File: src/hw/rtl/deq_pkg.sv
// Shared codes and types for the double-ended queue.
`timescale 1ns / 1ps
`default_nettype none
package deq_pkg;

  localparam int DEQ_DEPTH = 16;
  localparam int FUNC_W    = 3;
  localparam int VALUE_W   = 32;
  localparam int STATUS_W  = 2;

  localparam logic [FUNC_W-1:0] OP_PUSH_FRONT = 3'd0;
  localparam logic [FUNC_W-1:0] OP_PUSH_REAR  = 3'd1;
  localparam logic [FUNC_W-1:0] OP_POP_FRONT  = 3'd2;
  localparam logic [FUNC_W-1:0] OP_POP_REAR   = 3'd3;
  localparam logic [FUNC_W-1:0] OP_LIST       = 3'd4;

  localparam logic [STATUS_W-1:0] ST_OK        = 2'd0;
  localparam logic [STATUS_W-1:0] ST_UNDERFLOW = 2'd1;
  localparam logic [STATUS_W-1:0] ST_OVERFLOW  = 2'd2;
  localparam logic [STATUS_W-1:0] ST_EMPTY     = 2'd3;

  typedef enum logic [2:0] {
    DP_NONE,
    DP_PUSH_FRONT,
    DP_PUSH_REAR,
    DP_POP_FRONT,
    DP_POP_REAR,
    DP_LIST_READ,
    DP_REPORT
  } dp_op_t;

  // Controller to datapath
  typedef struct packed {
    dp_op_t                op;
    logic                  list_restart;
    logic [STATUS_W-1:0]   report_status;
  } deq_cmd_t;

  // Datapath to controller
  typedef struct packed {
    logic empty;
    logic full;
    logic one;
    logic idx_last;
  } deq_stat_t;

endpackage
`default_nettype wire

File: src/hw/rtl/deq_ram.sv
// Generic single-write, single-read RAM with registered read data.
`timescale 1ns / 1ps
`default_nettype none
module deq_ram #(
  parameter int WIDTH = 32,
  parameter int DEPTH = 16
) (
  input  wire logic                     clk,
  input  wire logic                     we,
  input  wire logic [$clog2(DEPTH)-1:0] waddr,
  input  wire logic [WIDTH-1:0]         wdata,
  input  wire logic [$clog2(DEPTH)-1:0] raddr,
  output      logic [WIDTH-1:0]         rdata
);

  logic [WIDTH-1:0] mem [DEPTH];

  always_ff @(posedge clk) begin
    if (we) begin
      mem[waddr] <= wdata;
    end
    rdata <= mem[raddr];
  end

endmodule
`default_nettype wire

File: src/hw/rtl/deq_datapath.sv
// Deque datapath: head and count registers, entry RAM, read pipe and result registers.
`timescale 1ns / 1ps
`default_nettype none
module deq_datapath #(
  parameter int DEPTH = deq_pkg::DEQ_DEPTH
) (
  input  wire logic                                clk,
  input  wire logic                                rst,
  input  wire deq_pkg::deq_cmd_t                   cmd,
  input  wire logic signed [deq_pkg::VALUE_W-1:0]  value,
  output      deq_pkg::deq_stat_t                  st,
  output      logic                                result_valid,
  output      logic signed [deq_pkg::VALUE_W-1:0]  item_value,
  output      logic [deq_pkg::STATUS_W-1:0]        status,
  output      logic                                last
);
  import deq_pkg::*;

  localparam int IW = $clog2(DEPTH);
  localparam int CW = $clog2(DEPTH + 1);
  localparam int SW = CW + 1;

  logic [IW-1:0]      head, head_next;
  logic [CW-1:0]      count, count_next, count_dec;
  logic [IW-1:0]      idx, idx_next, cur_idx;
  logic               rd_pend, rd_req;
  logic               rd_last, rd_last_next;
  logic               we;
  logic [IW-1:0]      waddr, raddr;
  logic [VALUE_W-1:0] rdata;

  // Slot arithmetic modulo DEPTH; off stays below DEPTH at every use.
  function automatic logic [IW-1:0] wrap_add(input logic [IW-1:0] base,
                                             input logic [CW-1:0] off);
    logic [SW-1:0] s;
    s = SW'(base) + SW'(off);
    if (s >= SW'(DEPTH)) begin
      s = s - SW'(DEPTH);
    end
    return s[IW-1:0];
  endfunction

  assign count_dec = count - CW'(1);
  assign cur_idx   = cmd.list_restart ? '0 : idx;

  assign st.empty    = (count == '0);
  assign st.full     = (count == CW'(DEPTH));
  assign st.one      = (count == CW'(1));
  assign st.idx_last = (CW'(idx) == count_dec);

  always_comb begin
    we           = 1'b0;
    waddr        = head;
    raddr        = head;
    head_next    = head;
    count_next   = count;
    idx_next     = idx;
    rd_req       = 1'b0;
    rd_last_next = 1'b1;
    unique case (cmd.op)
      DP_PUSH_FRONT: begin
        head_next  = (head == '0) ? IW'(DEPTH - 1) : head - IW'(1);
        waddr      = head_next;
        we         = 1'b1;
        count_next = count + CW'(1);
      end
      DP_PUSH_REAR: begin
        waddr      = wrap_add(head, count);
        we         = 1'b1;
        count_next = count + CW'(1);
      end
      DP_POP_FRONT: begin
        raddr      = head;
        rd_req     = 1'b1;
        head_next  = wrap_add(head, CW'(1));
        count_next = count_dec;
      end
      DP_POP_REAR: begin
        raddr      = wrap_add(head, count_dec);
        rd_req     = 1'b1;
        count_next = count_dec;
      end
      DP_LIST_READ: begin
        raddr        = wrap_add(head, CW'(cur_idx));
        rd_req       = 1'b1;
        rd_last_next = (CW'(cur_idx) == count_dec);
        idx_next     = cur_idx + IW'(1);
      end
      default: begin
      end
    endcase
  end

  deq_ram #(
    .WIDTH(VALUE_W),
    .DEPTH(DEPTH)
  ) u_ram (
    .clk  (clk),
    .we   (we),
    .waddr(waddr),
    .wdata(value),
    .raddr(raddr),
    .rdata(rdata)
  );

  always_ff @(posedge clk) begin
    if (rst) begin
      head         <= '0;
      count        <= '0;
      idx          <= '0;
      rd_pend      <= 1'b0;
      result_valid <= 1'b0;
    end else begin
      head    <= head_next;
      count   <= count_next;
      idx     <= idx_next;
      rd_pend <= rd_req;
      rd_last <= rd_last_next;
      // Read data lands in the cycle after the request; present it from the result registers.
      if (rd_pend) begin
        result_valid <= 1'b1;
        item_value   <= rdata;
        status       <= ST_OK;
        last         <= rd_last;
      end else if (cmd.op == DP_REPORT) begin
        result_valid <= 1'b1;
        item_value   <= '0;
        status       <= cmd.report_status;
        last         <= 1'b1;
      end else begin
        result_valid <= 1'b0;
      end
    end
  end

  a_count_bound: assert property (@(posedge clk) disable iff (rst)
    count <= CW'(DEPTH))
    else $error("entry count beyond depth");

  a_read_to_result: assert property (@(posedge clk) disable iff (rst)
    rd_req |=> ##1 result_valid)
    else $error("read request did not produce a result");

  a_no_push_full: assert property (@(posedge clk) disable iff (rst)
    (cmd.op == DP_PUSH_FRONT || cmd.op == DP_PUSH_REAR) |-> !st.full)
    else $error("push issued to a full queue");

  a_no_read_empty: assert property (@(posedge clk) disable iff (rst)
    rd_req |-> !st.empty)
    else $error("read issued on an empty queue");

  a_report_idle_pipe: assert property (@(posedge clk) disable iff (rst)
    (cmd.op == DP_REPORT) |-> !rd_pend)
    else $error("status report collides with pending read");

endmodule
`default_nettype wire

File: src/hw/rtl/deq_ctrl.sv
// Deque controller: decodes each transaction and sequences pops and list streaming.
`timescale 1ns / 1ps
`default_nettype none
module deq_ctrl (
  input  wire logic                         clk,
  input  wire logic                         rst,
  input  wire logic                         start,
  input  wire logic [deq_pkg::FUNC_W-1:0]   func,
  input  wire deq_pkg::deq_stat_t           st,
  output      deq_pkg::deq_cmd_t            cmd,
  output      logic                         busy
);
  import deq_pkg::*;

  typedef enum logic [1:0] {
    S_IDLE,
    S_LIST,
    S_DRAIN
  } state_t;

  state_t state, state_next;
  logic   accept;

  assign accept = start && !busy;

  always_comb begin
    state_next        = state;
    cmd.op            = DP_NONE;
    cmd.list_restart  = 1'b0;
    cmd.report_status = ST_OK;
    unique case (state)
      S_IDLE: begin
        if (accept) begin
          unique case (func)
            OP_PUSH_FRONT: begin
              if (st.full) begin
                cmd.op            = DP_REPORT;
                cmd.report_status = ST_OVERFLOW;
              end else begin
                cmd.op = DP_PUSH_FRONT;
              end
            end
            OP_PUSH_REAR: begin
              if (st.full) begin
                cmd.op            = DP_REPORT;
                cmd.report_status = ST_OVERFLOW;
              end else begin
                cmd.op = DP_PUSH_REAR;
              end
            end
            OP_POP_FRONT: begin
              if (st.empty) begin
                cmd.op            = DP_REPORT;
                cmd.report_status = ST_UNDERFLOW;
              end else begin
                cmd.op     = DP_POP_FRONT;
                state_next = S_DRAIN;
              end
            end
            OP_POP_REAR: begin
              if (st.empty) begin
                cmd.op            = DP_REPORT;
                cmd.report_status = ST_UNDERFLOW;
              end else begin
                cmd.op     = DP_POP_REAR;
                state_next = S_DRAIN;
              end
            end
            OP_LIST: begin
              if (st.empty) begin
                cmd.op            = DP_REPORT;
                cmd.report_status = ST_EMPTY;
              end else begin
                cmd.op           = DP_LIST_READ;
                cmd.list_restart = 1'b1;
                state_next       = st.one ? S_DRAIN : S_LIST;
              end
            end
            default: begin
              // unused codes: drop
            end
          endcase
        end
      end
      S_LIST: begin
        cmd.op = DP_LIST_READ;
        if (st.idx_last) begin
          state_next = S_DRAIN;
        end
      end
      S_DRAIN: begin
        state_next = S_IDLE;
      end
      default: begin
        state_next = S_IDLE;
      end
    endcase
  end

  always_ff @(posedge clk) begin
    if (rst) begin
      state <= S_IDLE;
      busy  <= 1'b0;
    end else begin
      state <= state_next;
      busy  <= (state_next != S_IDLE);
    end
  end

  a_busy_tracks_state: assert property (@(posedge clk) disable iff (rst)
    busy == (state != S_IDLE))
    else $error("busy out of step with state");

  a_drain_returns: assert property (@(posedge clk) disable iff (rst)
    (state == S_DRAIN) |=> (state == S_IDLE))
    else $error("drain did not return to idle");

  a_list_nonempty: assert property (@(posedge clk) disable iff (rst)
    (state == S_LIST) |-> !st.empty)
    else $error("list streaming on an empty queue");

endmodule
`default_nettype wire

File: src/hw/rtl/double_ended_queue_top.sv
// Top level of the double-ended queue: controller plus datapath.
`timescale 1ns / 1ps
`default_nettype none
// Bounded deque of DEPTH signed 32-bit entries in a circular buffer. A transaction is
// taken when start is high and busy is low. A push that fits gives no result and leaves
// busy low. A push to a full queue, a pop from an empty queue and a list of an empty queue
// give one status result on result_valid the next cycle, busy staying low. A pop holds
// busy for one cycle and shows the removed entry from the result registers, after the
// registered RAM read. A list of N entries holds busy through its reads and the drain
// state and streams N results on consecutive cycles, last marking the rear entry.
// The single read port of the entry RAM, with its registered read, sets the pace: one
// entry per cycle. Results last one cycle each and cannot be held off by the receiver.
module double_ended_queue_top #(
  parameter int DEPTH = deq_pkg::DEQ_DEPTH
) (
  input  wire logic                                clk,
  input  wire logic                                rst,
  input  wire logic                                start,
  output      logic                                busy,
  input  wire logic [deq_pkg::FUNC_W-1:0]          func,
  input  wire logic signed [deq_pkg::VALUE_W-1:0]  value,
  output      logic                                result_valid,
  output      logic signed [deq_pkg::VALUE_W-1:0]  item_value,
  output      logic [deq_pkg::STATUS_W-1:0]        status,
  output      logic                                last
);
  import deq_pkg::*;

  deq_cmd_t  cmd;
  deq_stat_t st;

  deq_ctrl u_ctrl (
    .clk  (clk),
    .rst  (rst),
    .start(start),
    .func (func),
    .st   (st),
    .cmd  (cmd),
    .busy (busy)
  );

  deq_datapath #(
    .DEPTH(DEPTH)
  ) u_datapath (
    .clk         (clk),
    .rst         (rst),
    .cmd         (cmd),
    .value       (value),
    .st          (st),
    .result_valid(result_valid),
    .item_value  (item_value),
    .status      (status),
    .last        (last)
  );

endmodule
`default_nettype wire
File: config.mk
export PLATFORM = sky130hd
export DESIGN_NAME = double_ended_queue_top
export DESIGN_NICKNAME = d
export VERILOG_FILES = /design/src/hw/rtl/deq_pkg.sv /design/src/hw/rtl/deq_ram.sv /design/src/hw/rtl/deq_datapath.sv /design/src/hw/rtl/deq_ctrl.sv /design/src/hw/rtl/double_ended_queue_top.sv
export SDC_FILE = /design/constraint.sdc
export NUM_CORES = 1
export LEC_CHECK = 0
export ABC_AREA = 1
export BUFFER_PORTS_ARGS = -buffer_cell sky130_fd_sc_hd__buf_2
export CORE_UTILIZATION = 53
export CTS_BUF_LIST = sky130_fd_sc_hd__clkbuf_8 sky130_fd_sc_hd__clkbuf_16
export DETAILED_ROUTE_END_ITERATION = 8
export GPL_TIMING_DRIVEN = 0
export HOLD_SLACK_MARGIN = 0.08
export PLACE_DENSITY = 0.69
export SKIP_LAST_GASP = 1
export SYNTH_ARGS = -nofsm -noshare
export SYNTH_HDL_FRONTEND = slang
export SYNTH_SLANG_ARGS = --single-unit
File: constraint.sdc
create_clock -name clk -period 5.9 [get_ports clk]
set_input_delay 0 -clock clk [delete_from_list [all_inputs] [get_ports clk]]
set_output_delay 0 -clock clk [all_outputs]
set_load 0.01 [all_outputs]
# After elaboration in Yosys (flattened, before gate mapping)
# Memory sizes are Yosys's and may differ from the RTL's. A register that Yosys moved wholly into a read port is not among the register bits.
# Cells that the tools add are included.
# classes
addsub	12
order_cmp	4
n_eq_ne	15
n_mux	43
bitwise	1
n_reduce_logical	16
# ops
cell	n
two-way mux 32 bit	2
two-way mux 4 bit	6
one-hot mux 4 bit (2 select lines)	3
two-way mux 2 bit	10
subtractor 4 x 1 -> 4 bit (second input constant)	5
one-hot mux 3 bit (5 select lines)	1
adder 4 x 5 -> 6 bit	2
== test 3 x 2 -> 1 bit (second input constant)	4
== test 3 bit (second input constant)	4
greater-or-equal comparator 6 x 5 -> 1 bit (second input constant)	2
two-way mux 3 bit	4
two-way mux 1 bit	11
== test 4 x 5 -> 1 bit	2
greater-or-equal comparator 5 bit (second input constant)	2
one-hot mux 5 bit (2 select lines)	1
one-hot mux 2 bit (2 select lines)	2
nonzero test 2 bit	4
OR reduction 2 bit	4
== test 3 x 1 -> 1 bit (second input constant)	2
two-way mux 6 bit	1
one-hot mux 2 bit (3 select lines)	1
one-hot mux 3 bit (2 select lines)	1
adder 4 x 1 -> 5 bit (second input constant)	1
adder 4 x 4 -> 5 bit	1
other kinds (15)	15
# totals
ff_bits	54
ramBits	512
word_cells	103
n_memories	1
# memory_table
name	depth	width	rd	rd_ports_with_merged_regs	write_ports	line_no	rtl
u_datapath.u_ram.mem	16	32	1	1	1	deq_ram.sv:16	logic [WIDTH-1:0] mem [DEPTH];

# Logic depth before layout (Yosys ltp)
# Gate-level depths: netlist (run 1).
# depth
ltp_word	10
ltp_mapped	25
mapped_depth_nobuf	23

# Modules after synthesis
# A second synthesis (run 1) with hierarchy kept.
# unflattened
cells_unflattened	2509
hier_area_um2	25881.1
# modules_own_cells
mod	n_inst	cells_per_inst	area_each_um2	seq_area_each_um2
deq_ram	1	2120	22730.6	16015.4
deq_datapath	1	327	2825.2	1381.3
deq_ctrl	1	62	325.3	60.1

# Least setup slack after synthesis (run 1)
# No wires, ideal clock.
# synth_path
kind	register -> register
from	register u_datapath.count[0]
to	memory u_datapath.u_ram.mem[7][0], enable pin
t_arrival_ps	3499
path_slack_ps	1980
path_stages_with_launch	14
cell_sequence	dfxtp_1 > inv_1 > ha_1 > nand3_1 > nor2_1 > nor2_1 > nand2_1 > nand2_2 > nand2_1 > o21ai_2 > inv_2 > a21oi_4 > nand3_1 > nor2_1
# synth_between
elab_chain_len	10
# synth_lines
item	line_no	rtl
start: declaration	deq_datapath.sv:24	logic [CW-1:0] count, count_next, count_dec;
start signal: assignment	deq_datapath.sv:115	count <= count_next;
== test 5 bit / zero test 5 bit (equally long branches)	deq_datapath.sv:47, deq_datapath.sv:46	
two-way mux 3 bit, or another cell as far along	deq_ctrl.sv:36	if (st.full) begin
one-hot mux 3 bit (5 select lines)	deq_ctrl.sv:34	unique case (func)
two-way mux 6 bit	deq_ctrl.sv:33	if (accept) begin
one-hot mux 3 bit (2 select lines)	deq_ctrl.sv:31	unique case (state)
== test 3 x 1 -> 1 bit / == test 3 x 2 -> 1 bit (equally long branches)	deq_datapath.sv:60	unique case (cmd.op)
OR reduction 2 bit (no source line)	n/a	
two-way mux 1 bit	deq_datapath.sv:60	
two-way mux 1 bit	deq_ram.sv:19	if (we) begin
two-way mux 1 bit (not written as such)	deq_ram.sv:20	mem[waddr] <= wdata;
end: declaration	deq_ram.sv:16	
# Parallel ways exist; a longest one is shown, timed or not.

# Worst setup path after layout (run 1)
# layout_path
from	register u_datapath.count[0]
to	register u_datapath.u_ram.rdata[6], read port of u_datapath.u_ram.mem
# layout_between
elab_chain_len	10
# layout_lines
item	line_no	rtl
zero test 5 bit	deq_datapath.sv:46	assign st.empty = (count == '0);
two-way mux 1 bit	deq_ctrl.sv:70	if (st.empty) begin
two-way mux 1 bit	deq_ctrl.sv:34	
two-way mux 6 bit	deq_ctrl.sv:33	
two-way mux 3 bit	deq_ctrl.sv:31	
two-way mux 4 bit	deq_datapath.sv:44	assign cur_idx = cmd.list_restart ? '0 : idx;
adder 4 x 4 -> 5 bit	deq_datapath.sv:36	s = SW'(base) + SW'(off);
subtractor 4 x 1 -> 4 bit / greater-or-equal comparator 5 bit (equally long branches)	deq_datapath.sv:38, deq_datapath.sv:37	
two-way mux 4 bit	deq_datapath.sv:37	if (s >= SW'(DEPTH)) begin
one-hot mux 4 bit (2 select lines) (*)	deq_datapath.sv:60	
end: declaration	deq_ram.sv:13	output logic [WIDTH-1:0] rdata
# Mark *: on every way between the ends. The rest lies on a longest branch, timed or not.
# A chain may end at the register's enable or synchronous reset.

==> PnR_summary.wiki, run 1 <==
{| class="wikitable"
! Metric !! Value
|-
| Run status || complete, no violations
|-
| Port bufs || 74
|-
| R2R depth || 22
|-
| Flop pwr share || 44.0%
|-
| Syn-to-layout area delta || 15.5%
|-
| Final wirelength || 72000 µm
|-
| Synth top area share || 61.5%
|-
| Clock latency on the worst-skew pair || 0.65 ns
|-
| Routed length on met2 || 34800 µm
|-
| Post-Syn Nets || 2719
|-
| Post-detailed-route DRC marker count || 0
|-
| Horiz. Die Dim || 227 µm
|-
| Synth cell types || 39
|-
| Net Sw Frac || 31.0%
|-
| Post-Place Worst Slack || 1.37 ns
|-
| Power density relative to cell area || 369 nW/µm²
|-
| Leakage power figure || 13.8 nW
|-
| Antenna violations before repair || 0
|-
| Count of routing violations after the opening detailed-route iteration || 2081
|-
| Flip-flop cell with the highest count after synthesis || sky130_fd_sc_hd__edfxtp_1
|-
| Die outline area || 51400 µm²
|-
| Starting utilization of the core area || 54.2%
|-
| Final Net Count || 2915
|-
| Setup slack after layout || 0.724 ns
|-
| Final HPWL DP || 48300 µm
|-
| Sinks on the clock net || 598
|-
| Worst R2R End || u_datapath.u_ram.rdata[6]
|-
| Finish-stage setup viols || 0
|-
| Total count of hold-check failures in the final report || 0
|-
| Number of instances on the worst hold path || 2
|-
| Biggest area contributors in the synthesized netlist || sky130_fd_sc_hd__edfxtp_1 61%, sky130_fd_sc_hd__nand3_1 11%, sky130_fd_sc_hd__nand2_1 8.6%
|-
| Combinational cell fraction of total power || 22.6%
|-
| Final period util || 87.7%
|-
| Setup repair after global routing missed its margin || no
|-
| Overall die height || 227 µm
|-
| Buffers from clock root to sink, at most || 3
|-
| Share of the core filled with cells in the final layout || 62.6%
|-
| Internal Pwr Total || 7.86 mW
|-
| Crit path DAT || 5.70 ns
|-
| HP Class || primary input to register
|-
| Via Count || 19300
|-
| Fraction of final layout cells sized beyond drive strength 1 || 10.8%
|-
| Metal3 WL || 6710 µm
|-
| Synth top cells by count || 611 x sky130_fd_sc_hd__nand2_1, 569 x sky130_fd_sc_hd__nand3_1, 558 x sky130_fd_sc_hd__inv_1
|-
| Async set or reset register ratio after synthesis || 0%
|-
| H-tree Lvls || 2
|-
| WHS Endpoint || u_datapath.u_ram.mem[12][10]
|-
| Antenna viol nets, final || 0
|-
| CTS tree || yes
|-
| Reg-to-reg setup timing slack || 0.72 ns
|-
| Pin count of the biggest net entering global routing || 26
|-
| Cell type with the highest aggregate area in the netlist || sky130_fd_sc_hd__edfxtp_1
|-
| Total global routing overflow || 0
|-
| Largest vdd supply drop || 0.247 mV
|-
| Setup Fix Bufs, Post-CTS || 0
|-
| Worst Setup Start Kind || register
|-
| Element type at the critical path end || register
|-
| Top fanout value on the critical path || 10
|-
| Global-route wire length before repair || 109000 µm
|-
| Min Clock Period, post-route || 5.18 ns
|-
| Count of boundary I/O pins || 75
|-
| Max Fclk || 193 MHz
|-
| Gate count of the mapped netlist || 2665
|-
| Dpl cell area || 28500 µm²
|-
| Standard-cell row count || 81
|-
| Number of warning messages in the yosys log || 0
|-
| Type of the worst setup path || register to register
|-
| GRT Resource Usage Total || 28.9%
|-
| Highest routing layer actually used || met4
|-
| Core box area || 49400 µm²
|-
| Post-detailed-route via-to-cell ratio || 5.39
|-
| Worst Path Required || 6.43 ns
|-
| Min-delay src || value[10]
|-
| Clock root buffer || sky130_fd_sc_hd__clkbuf_16
|-
| Transition time at the pin with the least slew margin || 0.989 ns
|-
| Count of TritonRoute iterations in the first routing pass || 6
|-
| Number of synthesized flops with an enable pin || 548
|-
| Final estimated routing congestion in global placement || 0.873
|-
| P_sw || 3.53 mW
|-
| Number of max-capacitance violations reported || 0
|-
| Number of pins exceeding their max-slew limit in the final report || 0
|-
| Diode count || 0
|-
| Post-route cell area || 30900 µm²
|-
| Routed length per placed instance || 20.1 µm
|-
| Average size of a mapped cell || 10.0 µm²
|-
| Clock skew || 0.0161 ns
|-
| Total standard cell area after synthesis || 26800 µm²
|-
| Number of flip-flops and latches in the synthesized netlist || 598
|-
| Max-slew headroom at the worst pin || 34.1%
|-
| Cts bufs inserted || 61
|-
| Met1 WL || 27900 µm
|-
| Power share of the clock group || 33.4%
|-
| Clock slew at the register clock pins of the worst setup and hold paths || 0.06 ns
|-
| Register area share after synthesis || 65.2%
|-
| Reg-to-Reg Start || u_datapath.count[0]
|-
| Most common cell in the synthesized netlist || sky130_fd_sc_hd__nand2_1
|-
| Via count of the first global-routing pass || 18300
|}
-- cells by family after synthesis --
logic type	after synthesis	share of synthesized area, %
XOR/XNOR	15	0.491
AO/OA/AOI/OAI	57	1.25
AND/OR/NAND/NOR	1279	21.5
adder cells (fa/ha/maj)	16	0.804
flip-flops	598	65.2
buffers and inverters	700	10.7
-- routing by layer --
layer | track usage, % | vias up
met1 | 38.0 | 9107
met2 | 48.2 | 957
met5 | 0 | -
li1 | - | 9045
met4 | 11.7 | 0
met3 | 4.32 | 167
-- worst max-delay path by stage --
stage | depth (start not counted) | from | end | slack, ns
final | 22 | u_datapath.count[0] | u_datapath.u_ram.rdata[6] | 0.72
after global routing | 22 | u_datapath.count[0] | u_datapath.u_ram.rdata[6] | 0.36
after CTS | 22 | u_datapath.count[0] | u_datapath.u_ram.rdata[14] | 0.80
after detailed placement | 21 | u_datapath.count[0] | u_datapath.u_ram.rdata[14] | 1.37
after global placement | 13 | u_datapath.count[0] | u_datapath.u_ram.mem[1][21] | -0.02
after floorplan | 13 | u_datapath.count[0] | u_datapath.u_ram.mem[7][0] | 1.98
-- through the flow --
step | power [mW] | std cells | hold WS (ns) | TNS (ns)
floorplan | 6.66 | 2665 | 0.0989 | 0
global placement | 7.48 | 3403 | 0.386 | -0.620
detailed placement | 7.59 | 3420 | 0.387 | 0
CTS | 11.4 | 3578 | 0.267 | 0
global route | 11.9 | 3578 | 0.297 | 0
finish | 11.4 | 3578 | 0.290 | 0
-- worst max-delay path, cell delays in order, from the launching register on --
cell	delay, ns
sky130_fd_sc_hd__dfxtp_1	0.56
sky130_fd_sc_hd__inv_1	0.18
sky130_fd_sc_hd__ha_1	0.29
sky130_fd_sc_hd__nand3_1	0.13
sky130_fd_sc_hd__nand3_1	0.07
sky130_fd_sc_hd__dlygate4sd3_1	0.55
sky130_fd_sc_hd__nand2_1	0.08
sky130_fd_sc_hd__nand2_1	0.12
sky130_fd_sc_hd__nand2_1	0.15
sky130_fd_sc_hd__nand2_1	0.12
sky130_fd_sc_hd__clkbuf_1	0.22
sky130_fd_sc_hd__a21oi_1	0.22
sky130_fd_sc_hd__ha_1	0.19
sky130_fd_sc_hd__inv_1	0.06
sky130_fd_sc_hd__fa_1	0.41
sky130_fd_sc_hd__xnor2_1	0.14
sky130_fd_sc_hd__inv_1	0.07
sky130_fd_sc_hd__o21ai_2	0.09
sky130_fd_sc_hd__inv_2	0.29
sky130_fd_sc_hd__clkbuf_1	0.66
sky130_fd_sc_hd__nand3_1	0.21
sky130_fd_sc_hd__nand3_1	0.16
sky130_fd_sc_hd__nand2_1	0.07
-- final cells by class --
type	count	area, µm²
fill	3878	18500
clock inverter	49	363
inverter	564	2120
clock buffer	67	1620
sequential	598	17500
tap	664	831
timing repair buffer	133	1190
buffer	136	746
multi-input combinational	1367	6580
-- sequential cells by signal (all words and copies together) (netlist names) --
name	flops
u_datapath.count	5
u_datapath.rd_pend	1
u_datapath.status	2
u_datapath.idx	4
u_ctrl.state	2
u_datapath.rd_last	1
u_datapath.last	1
u_datapath.u_ram.rdata	32
u_datapath.item_value	32
u_datapath.head	4
u_datapath.result_valid	1
u_datapath.u_ram.mem	512
u_ctrl.busy	1
-- power by group through the flow --
stage	clock (mW)	combinational (mW)	sequential (mW)
6_report	3.81	2.58	5.01
5_1_grt	4.00	2.82	5.04
4_1_cts	3.83	2.53	5.01
3_5_place_dp	0	2.49	5.10
3_3_place_gp	0	2.36	5.11
2_1_floorplan	0	1.57	5.09
-- placed cells by master (no fill, tap or decap), types with 3 or more instances in the layout --
| cell type | instances |
|---|---|
| sky130_fd_sc_hd__nor2_1 | 23 |
| sky130_fd_sc_hd__buf_16 | 8 |
| sky130_fd_sc_hd__a31oi_1 | 4 |
| sky130_fd_sc_hd__o21ai_2 | 3 |
| sky130_fd_sc_hd__bufinv_16 | 5 |
| sky130_fd_sc_hd__nand3_1 | 569 |
| sky130_fd_sc_hd__xor2_1 | 9 |
| sky130_fd_sc_hd__o21ai_0 | 23 |
| sky130_fd_sc_hd__buf_12 | 9 |
| sky130_fd_sc_hd__or2_2 | 3 |
| sky130_fd_sc_hd__nand4_1 | 4 |
| sky130_fd_sc_hd__clkbuf_16 | 62 |
| sky130_fd_sc_hd__nand2_4 | 3 |
| sky130_fd_sc_hd__inv_1 | 582 |
| sky130_fd_sc_hd__inv_2 | 5 |
| sky130_fd_sc_hd__dfxtp_1 | 50 |
| sky130_fd_sc_hd__a21oi_1 | 18 |
| sky130_fd_sc_hd__clkbuf_1 | 34 |
| sky130_fd_sc_hd__buf_4 | 24 |
| sky130_fd_sc_hd__edfxtp_1 | 548 |
| sky130_fd_sc_hd__ha_1 | 14 |
| sky130_fd_sc_hd__dlygate4sd3_1 | 42 |
| sky130_fd_sc_hd__clkinv_2 | 5 |
| sky130_fd_sc_hd__clkinv_1 | 11 |
| sky130_fd_sc_hd__buf_2 | 136 |
| sky130_fd_sc_hd__clkbuf_8 | 5 |
| sky130_fd_sc_hd__nand3b_1 | 34 |
| sky130_fd_sc_hd__nand2_2 | 7 |
| sky130_fd_sc_hd__xnor2_1 | 6 |
| sky130_fd_sc_hd__buf_1 | 7 |
| sky130_fd_sc_hd__nand2_1 | 611 |
| sky130_fd_sc_hd__buf_6 | 9 |
| sky130_fd_sc_hd__nor2_4 | 18 |
-- timing repair --
item / 4_1_cts / 5_1_grt
hold buffers: 42 / 0
endpoints found under the hold margin: 533 / 0
gates resized for setup: 0 / 0
setup endpoints to repair: 0 / 0
Note: power is estimated with default switching activity, not from simulation.
==> run 2, diff against run 1 <==
==> constraint.sdc (replaced) <==
create_clock -name clk -period 5.9 [get_ports clk]
set_input_delay 1.475 -clock clk [delete_from_list [all_inputs] [get_ports clk]]
set_output_delay 1.475 -clock clk [all_outputs]
set_load 0.01 [all_outputs]
==> run 2 against run 1 <==
Global-route usage is 0.17 points lower. Hold slack better by 0.19 ns. Combinational power hardly changed. Critical path depth stayed put. First-iteration DRC count is 3.0% higher. Power is 0.23% lower. Die area stayed put. Register-to-register slack better by 0.53 ns. Highest routed layer unchanged. Via count is 0.76% lower. Sequential share of layout area is 0.78 points higher. Utilization is 0.85 points lower. Largest cell class unchanged.
==> PnR_summary.wiki, run 2 (same netlist as run 1, synthesis figures left out) <==
{| class="wikitable"
! Metric !! Value
|-
| Clock latency on the worst-skew pair || 0.64 ns
|-
| Min Clock Period, post-route || 4.81 ns
|-
| Number of max-capacitance violations reported || 0
|-
| Standard-cell row count || 81
|-
| Buffers from clock root to sink, at most || 3
|-
| Core box area || 49400 µm²
|-
| Dpl cell area || 28500 µm²
|-
| Count of boundary I/O pins || 75
|-
| Leakage power figure || 13.6 nW
|-
| Diode count || 0
|-
| Most common cell on crit path || sky130_fd_sc_hd__nand2_1
|-
| Power density relative to cell area || 373 nW/µm²
|-
| Cell family contributing the most delay on the critical path || buffers and inverters
|-
| Post-detailed-route via-to-cell ratio || 5.41
|-
| Met1 track demand over resource || 37.8%
|-
| Largest register by flop count || u_datapath.u_ram.mem
|-
| Final period util || 81.4%
|-
| Met2 track demand over resource in global routing || 47.8%
|-
| Slowest cell on crit path || sky130_fd_sc_hd__clkbuf_1
|-
| Antenna violations before repair || 0
|-
| Commonest non-fill, non-tap cell in the layout || sky130_fd_sc_hd__nand2_1
|-
| Post-route cell area || 30500 µm²
|-
| GRT Resource Usage Total || 28.8%
|-
| Count of routing violations after the opening detailed-route iteration || 2144
|-
| Cts bufs inserted || 61
|-
| Top library cells by usage in the layout, fill and taps aside || 611 x sky130_fd_sc_hd__nand2_1, 582 x sky130_fd_sc_hd__inv_1, 569 x sky130_fd_sc_hd__nand3_1
|-
| Count of TritonRoute iterations in the first routing pass || 8
|-
| Gates resized, CTS repair || 0
|-
| Antenna viol nets, final || 0
|-
| Largest vdd supply drop || 0.248 mV
|-
| Post-Place Worst Slack || 0.559 ns
|-
| Total count of hold-check failures in the final report || 0
|-
| H-tree Lvls || 2
|-
| Fraction of final layout cells sized beyond drive strength 1 || 10.9%
|-
| Setup repair after global routing missed its margin || no
|-
| Final HPWL DP || 48300 µm
|-
| Overall die height || 227 µm
|-
| Total global routing overflow || 0
|-
| Setup slack after layout || 1.09 ns
|-
| Number of pins exceeding their max-slew limit in the final report || 0
|-
| Registers with the highest flip-flop counts || u_datapath.u_ram.mem: 512 flops, u_datapath.item_value: 32 flops, u_datapath.u_ram.rdata: 32 flops
|-
| Final Net Count || 2873
|-
| Sinks on the clock net || 598
|-
| Top fanout value on the critical path || 10
|-
| Routed length per placed instance || 20.2 µm
|-
| HP Class || register to register
|-
| Final estimated routing congestion in global placement || 0.873
|-
| Die outline area || 51400 µm²
|-
| Fraction of met3 tracks used by global routing || 4.32%
|-
| Post-layout total power || 11.4 mW
|-
| Buffers and inverters on the worst path || 6
|-
| Clock skew || 0.0159 ns
|-
| Via Count || 19100
|-
| Element type at the critical path end || register
|-
| Pin count of the biggest net entering global routing || 26
|-
| Crit path DAT || 5.33 ns
|-
| Via count of the first global-routing pass || 18200
|-
| Worst Path Required || 6.43 ns
|-
| Global-route wire length before repair || 108000 µm
|-
| Horiz. Die Dim || 227 µm
|-
| Delay contributed by the slowest stage of the critical path || 0.68 ns
|-
| Cells along the critical path || buf_2, nor2_2, nand2_1, nand2_1, nand2_1, nand2_1, nand2_1, nand2_1, nand2_1, clkbuf_1, a21oi_1, ha_1, inv_1, fa_1, xnor2_1, inv_1, o21ai_2, inv_2, clkbuf_1, nand3_1, nand3_1, nand2_1
|-
| Share of the core filled with cells in the final layout || 61.8%
|-
| Setup Fix Bufs, Post-CTS || 0
|-
| Post-detailed-route DRC marker count || 0
|-
| Run status || complete, no violations
|-
| Most heavily used metal layer in global routing || met2
|-
| Max-slew headroom at the worst pin || 33.7%
|-
| Worst Setup Start Kind || primary input
|-
| Starting utilization of the core area || 54.2%
|-
| Clock slew at the register clock pins of the worst setup and hold paths || 0.06 ns
|-
| Finish-stage setup viols || 0
|-
| Max Fclk || 208 MHz
|-
| Final wirelength || 71400 µm
|-
| Clock root buffer || sky130_fd_sc_hd__clkbuf_16
|-
| Transition time at the pin with the least slew margin || 0.995 ns
|-
| Post-CTS Hold Fix Bufs || 0
|-
| Syn-to-layout area delta || 13.9%
|-
| Reg-to-reg setup timing slack || 1.25 ns
|-
| Largest register FFs || 512
|-
| Type of the worst setup path || primary input to register
|-
| CTS tree || yes
|-
| Port bufs || 74
|}
-- run 2: cell types whose count changed in the layout (fill, tap and decap cells not counted), sizes merged --
cell         before  now
dlygate4sd3      42    0
-- run 2: final timing paths --
path	cells after the start	end	startpoint
hold reg to reg	2	u_datapath.item_value[31]	u_datapath.u_ram.rdata[31]
hold / removal	2	u_datapath.item_value[31]	u_datapath.u_ram.rdata[31]
setup reg to reg	21	u_datapath.u_ram.rdata[6]	u_datapath.count[0]
setup / recovery	22	u_datapath.u_ram.rdata[6]	func[1]
-- run 2: metal layers --
layer | up-vias | share of wire (%) | wire length, µm
li1 | 8960 | - | -
met1 | 9007 | 39 | 27700
met2 | 990 | 48 | 34400
met3 | 172 | 9.5 | 6750
met4 | 0 | 3.7 | 2610
met5 | - | 0 | 0
-- run 2: final cells by class --
type	instances	area, µm²
fillers	3919	18900
inverters	564	2120
well taps	664	831
clock inverters	49	363
flip-flops and latches	598	17500
clock buffers	67	1620
plain buffers	136	746
multi-input cells	1367	6580
repair buffers	91	771
-- run 2: worst register-to-register path, cell delays in order, from the launching register on --
cell                       delay, ns
sky130_fd_sc_hd__dfxtp_1        0.56
sky130_fd_sc_hd__inv_1          0.18
sky130_fd_sc_hd__ha_1           0.29
sky130_fd_sc_hd__nand3_1        0.13
sky130_fd_sc_hd__nand3_1        0.08
sky130_fd_sc_hd__nand2_1        0.08
sky130_fd_sc_hd__nand2_1        0.12
sky130_fd_sc_hd__nand2_1        0.15
sky130_fd_sc_hd__nand2_1        0.12
sky130_fd_sc_hd__clkbuf_1       0.21
sky130_fd_sc_hd__a21oi_1        0.22
sky130_fd_sc_hd__ha_1           0.19
sky130_fd_sc_hd__inv_1          0.06
sky130_fd_sc_hd__fa_1           0.41
sky130_fd_sc_hd__xnor2_1        0.14
sky130_fd_sc_hd__inv_1          0.07
sky130_fd_sc_hd__o21ai_2        0.09
sky130_fd_sc_hd__inv_2          0.29
sky130_fd_sc_hd__clkbuf_1       0.69
sky130_fd_sc_hd__nand3_1        0.22
sky130_fd_sc_hd__nand3_1        0.16
sky130_fd_sc_hd__nand2_1        0.07
-- run 2: power by group --
group          switching (mW)  total [mW]  internal, mW
clock network            1.63        3.81          2.18
registers              0.0798        5.01          4.93
logic                    1.82        2.55         0.731
-- run 2: through the flow --
| stage | TNS, ns | instances | hold slack [ns] |
|---|---|---|---|
| after floorplan | 0 | 2665 | 0.465 |
| after global placement | -364.66 | 3403 | 0.470 |
| after detailed placement | 0 | 3420 | 0.471 |
| after CTS | 0 | 3536 | 0.485 |
| after global routing | 0 | 3536 | 0.500 |
| final | 0 | 3536 | 0.484 |
==> run 3, diff against run 2 <==
- clock period: 5.9 -> 4.71 ns (I/O delays scaled with it)
==> run 3 against run 2 <==
Setup slack got worse by 0.77 ns. Cell area about the same. Die area unchanged. Sequential power rose by 25%. Register-to-register slack lost 0.90 ns. Global-route usage is the same. First-iteration DRC count is 1.1% lower. Clock-buffer cell count unchanged. Routed wire length about the same. Clock skew increased by 0.00051 ns. Utilization hardly changed.
==> PnR_summary.wiki, run 3 (same netlist as run 1, synthesis figures left out) <==
{| class="wikitable"
! Metric !! Value
|-
| Worst Setup Start Kind || primary input
|-
| Final Net Count || 2873
|-
| Standard-cell row count || 81
|-
| Max-slew headroom at the worst pin || 33.5%
|-
| Leakage power figure || 13.6 nW
|-
| Largest register FFs || 512
|-
| Type of the worst setup path || primary input to register
|-
| Clock slew at the register clock pins of the worst setup and hold paths || 0.06 ns
|-
| HP Class || register to register
|-
| Clock skew || 0.0164 ns
|-
| Buffers from clock root to sink, at most || 3
|-
| Core box area || 49400 µm²
|-
| Die outline area || 51400 µm²
|-
| Post-route cell area || 30500 µm²
|-
| Setup slack after layout || 0.329 ns
|-
| Finish-stage setup viols || 0
|-
| Syn-to-layout area delta || 13.9%
|-
| Registers with the highest flip-flop counts || u_datapath.u_ram.mem: 512 flops, u_datapath.item_value: 32 flops, u_datapath.u_ram.rdata: 32 flops
|-
| Gates resized, CTS repair || 0
|-
| Min Clock Period, post-route || 4.38 ns
|-
| Post-Place Worst Slack || -0.334 ns
|-
| Clock root buffer || sky130_fd_sc_hd__clkbuf_16
|-
| Crit path DAT || 4.92 ns
|-
| Count of TritonRoute iterations in the first routing pass || 6
|-
| Setup repair after global routing missed its margin || no
|-
| Post-detailed-route via-to-cell ratio || 5.42
|-
| Horiz. Die Dim || 227 µm
|-
| Power density relative to cell area || 467 nW/µm²
|-
| Largest vdd supply drop || 0.309 mV
|-
| GRT Resource Usage Total || 28.8%
|-
| Via Count || 19200
|-
| Port bufs || 74
|-
| Commonest non-fill, non-tap cell in the layout || sky130_fd_sc_hd__nand2_1
|-
| Pin count of the biggest net entering global routing || 26
|-
| Final wirelength || 71400 µm
|-
| Overall die height || 227 µm
|-
| Dpl cell area || 28500 µm²
|-
| Buffers and inverters on the worst path || 6
|-
| Cells along the critical path || buf_2, nor2_2, nand2_1, nand2_1, nand2_1, nand2_1, nand2_1, nand2_1, nand2_1, clkbuf_1, a21oi_1, ha_1, inv_1, fa_1, xnor2_1, inv_1, o21ai_2, inv_2, clkbuf_1, nand3_1, nand3_1, nand2_1
|-
| Count of routing violations after the opening detailed-route iteration || 2121
|-
| Number of pins exceeding their max-slew limit in the final report || 0
|-
| Diode count || 0
|-
| Transition time at the pin with the least slew margin || 0.998 ns
|-
| Via count of the first global-routing pass || 18200
|-
| Post-layout total power || 14.2 mW
|-
| Top library cells by usage in the layout, fill and taps aside || 611 x sky130_fd_sc_hd__nand2_1, 582 x sky130_fd_sc_hd__inv_1, 569 x sky130_fd_sc_hd__nand3_1
|-
| Total global routing overflow || 0
|-
| Delay contributed by the slowest stage of the critical path || 0.49 ns
|-
| Final period util || 93.0%
|-
| Setup Fix Bufs, Post-CTS || 0
|-
| Number of max-capacitance violations reported || 0
|-
| Most common cell on crit path || sky130_fd_sc_hd__nand2_1
|-
| Antenna violations before repair || 0
|-
| CTS tree || yes
|-
| Final HPWL DP || 48300 µm
|-
| Total count of hold-check failures in the final report || 0
|-
| Clock latency on the worst-skew pair || 0.65 ns
|-
| Global-route wire length before repair || 108000 µm
|-
| Antenna viol nets, final || 0
|-
| Post-detailed-route DRC marker count || 0
|-
| Routed length per placed instance || 20.2 µm
|-
| Final estimated routing congestion in global placement || 0.873
|-
| Top fanout value on the critical path || 10
|-
| Cell family contributing the most delay on the critical path || simple AND/OR/NAND/NOR gates
|-
| Fraction of final layout cells sized beyond drive strength 1 || 11.0%
|-
| Post-CTS Hold Fix Bufs || 0
|-
| Count of boundary I/O pins || 75
|-
| Cts bufs inserted || 61
|-
| Largest register by flop count || u_datapath.u_ram.mem
|-
| H-tree Lvls || 2
|-
| Sinks on the clock net || 598
|-
| Worst Path Required || 5.24 ns
|-
| Starting utilization of the core area || 54.2%
|-
| Element type at the critical path end || register
|-
| Max Fclk || 228 MHz
|-
| Run status || complete, no violations
|-
| Slowest cell on crit path || sky130_fd_sc_hd__clkbuf_1
|}
## run 3: changes by cell type in the layout (fill, tap and decap cells not counted), sizes merged
cell and change:
buf -2, clkbuf +2
## run 3: routing by layer
metal	GRT usage [%]	wire [µm]	vias up
li1	-	-	8960
met1	37.8	27600	9029
met2	47.8	34300	997
met3	4.32	6770	176
met4	11.7	2690	0
met5	0	0	-
## run 3: area by class of cell
class | count | area [µm²]
plain buffers | 136 | 753
clock buffers | 67 | 1620
clock inverters | 49 | 363
fillers | 3918 | 18900
inverters | 564 | 2120
multi-input cells | 1367 | 6580
flip-flops and latches | 598 | 17500
well taps | 664 | 831
repair buffers | 91 | 771
## run 3: power by group
| part | switching [mW] | internal, mW | leakage [nW] |
|---|---|---|---|
| registers | 0.100 | 6.18 | 5.36 |
| logic | 2.28 | 0.919 | 7.21 |
| clock network | 2.03 | 2.73 | 1.05 |
| total | 4.41 | 9.83 | 13.6 |
## run 3: worst reg2reg max path, delay by kind of cell, from the launching register on
family,cells,cell delay [ns]
fa+ha+maj,3,0.87
buf+inv,6,1.27
simple gates,9,1.21
compound gates,2,0.31
xor+xnor,1,0.14
flops,1,0.45
## run 3: stage by stage
| stage | utilization [%] | TNS, ns | hold WS, ns | instances |
|---|---|---|---|---|
| 2_1_floorplan | - | 0 | 0.465 | 2665 |
| 3_3_place_gp | 56.7 | -857.20 | 0.470 | 3403 |
| 3_5_place_dp | 57.7 | -5.90 | 0.471 | 3420 |
| 4_1_cts | 61.8 | 0 | 0.485 | 3536 |
| 5_1_grt | 61.8 | 0 | 0.500 | 3536 |
| 6_report | 61.8 | 0 | 0.484 | 3536 |
## run 3: worst paths after layout
kind                                    from  slack (ns)                    endpoint  depth (start not counted)
setup reg to reg         u_datapath.count[0]        0.35  u_datapath.u_ram.rdata[19]                         21
hold / removal    u_datapath.u_ram.rdata[31]        0.48   u_datapath.item_value[31]                          2
setup / recovery                     func[1]        0.33  u_datapath.u_ram.rdata[19]                         22
hold reg to reg   u_datapath.u_ram.rdata[31]        0.48   u_datapath.item_value[31]                          2
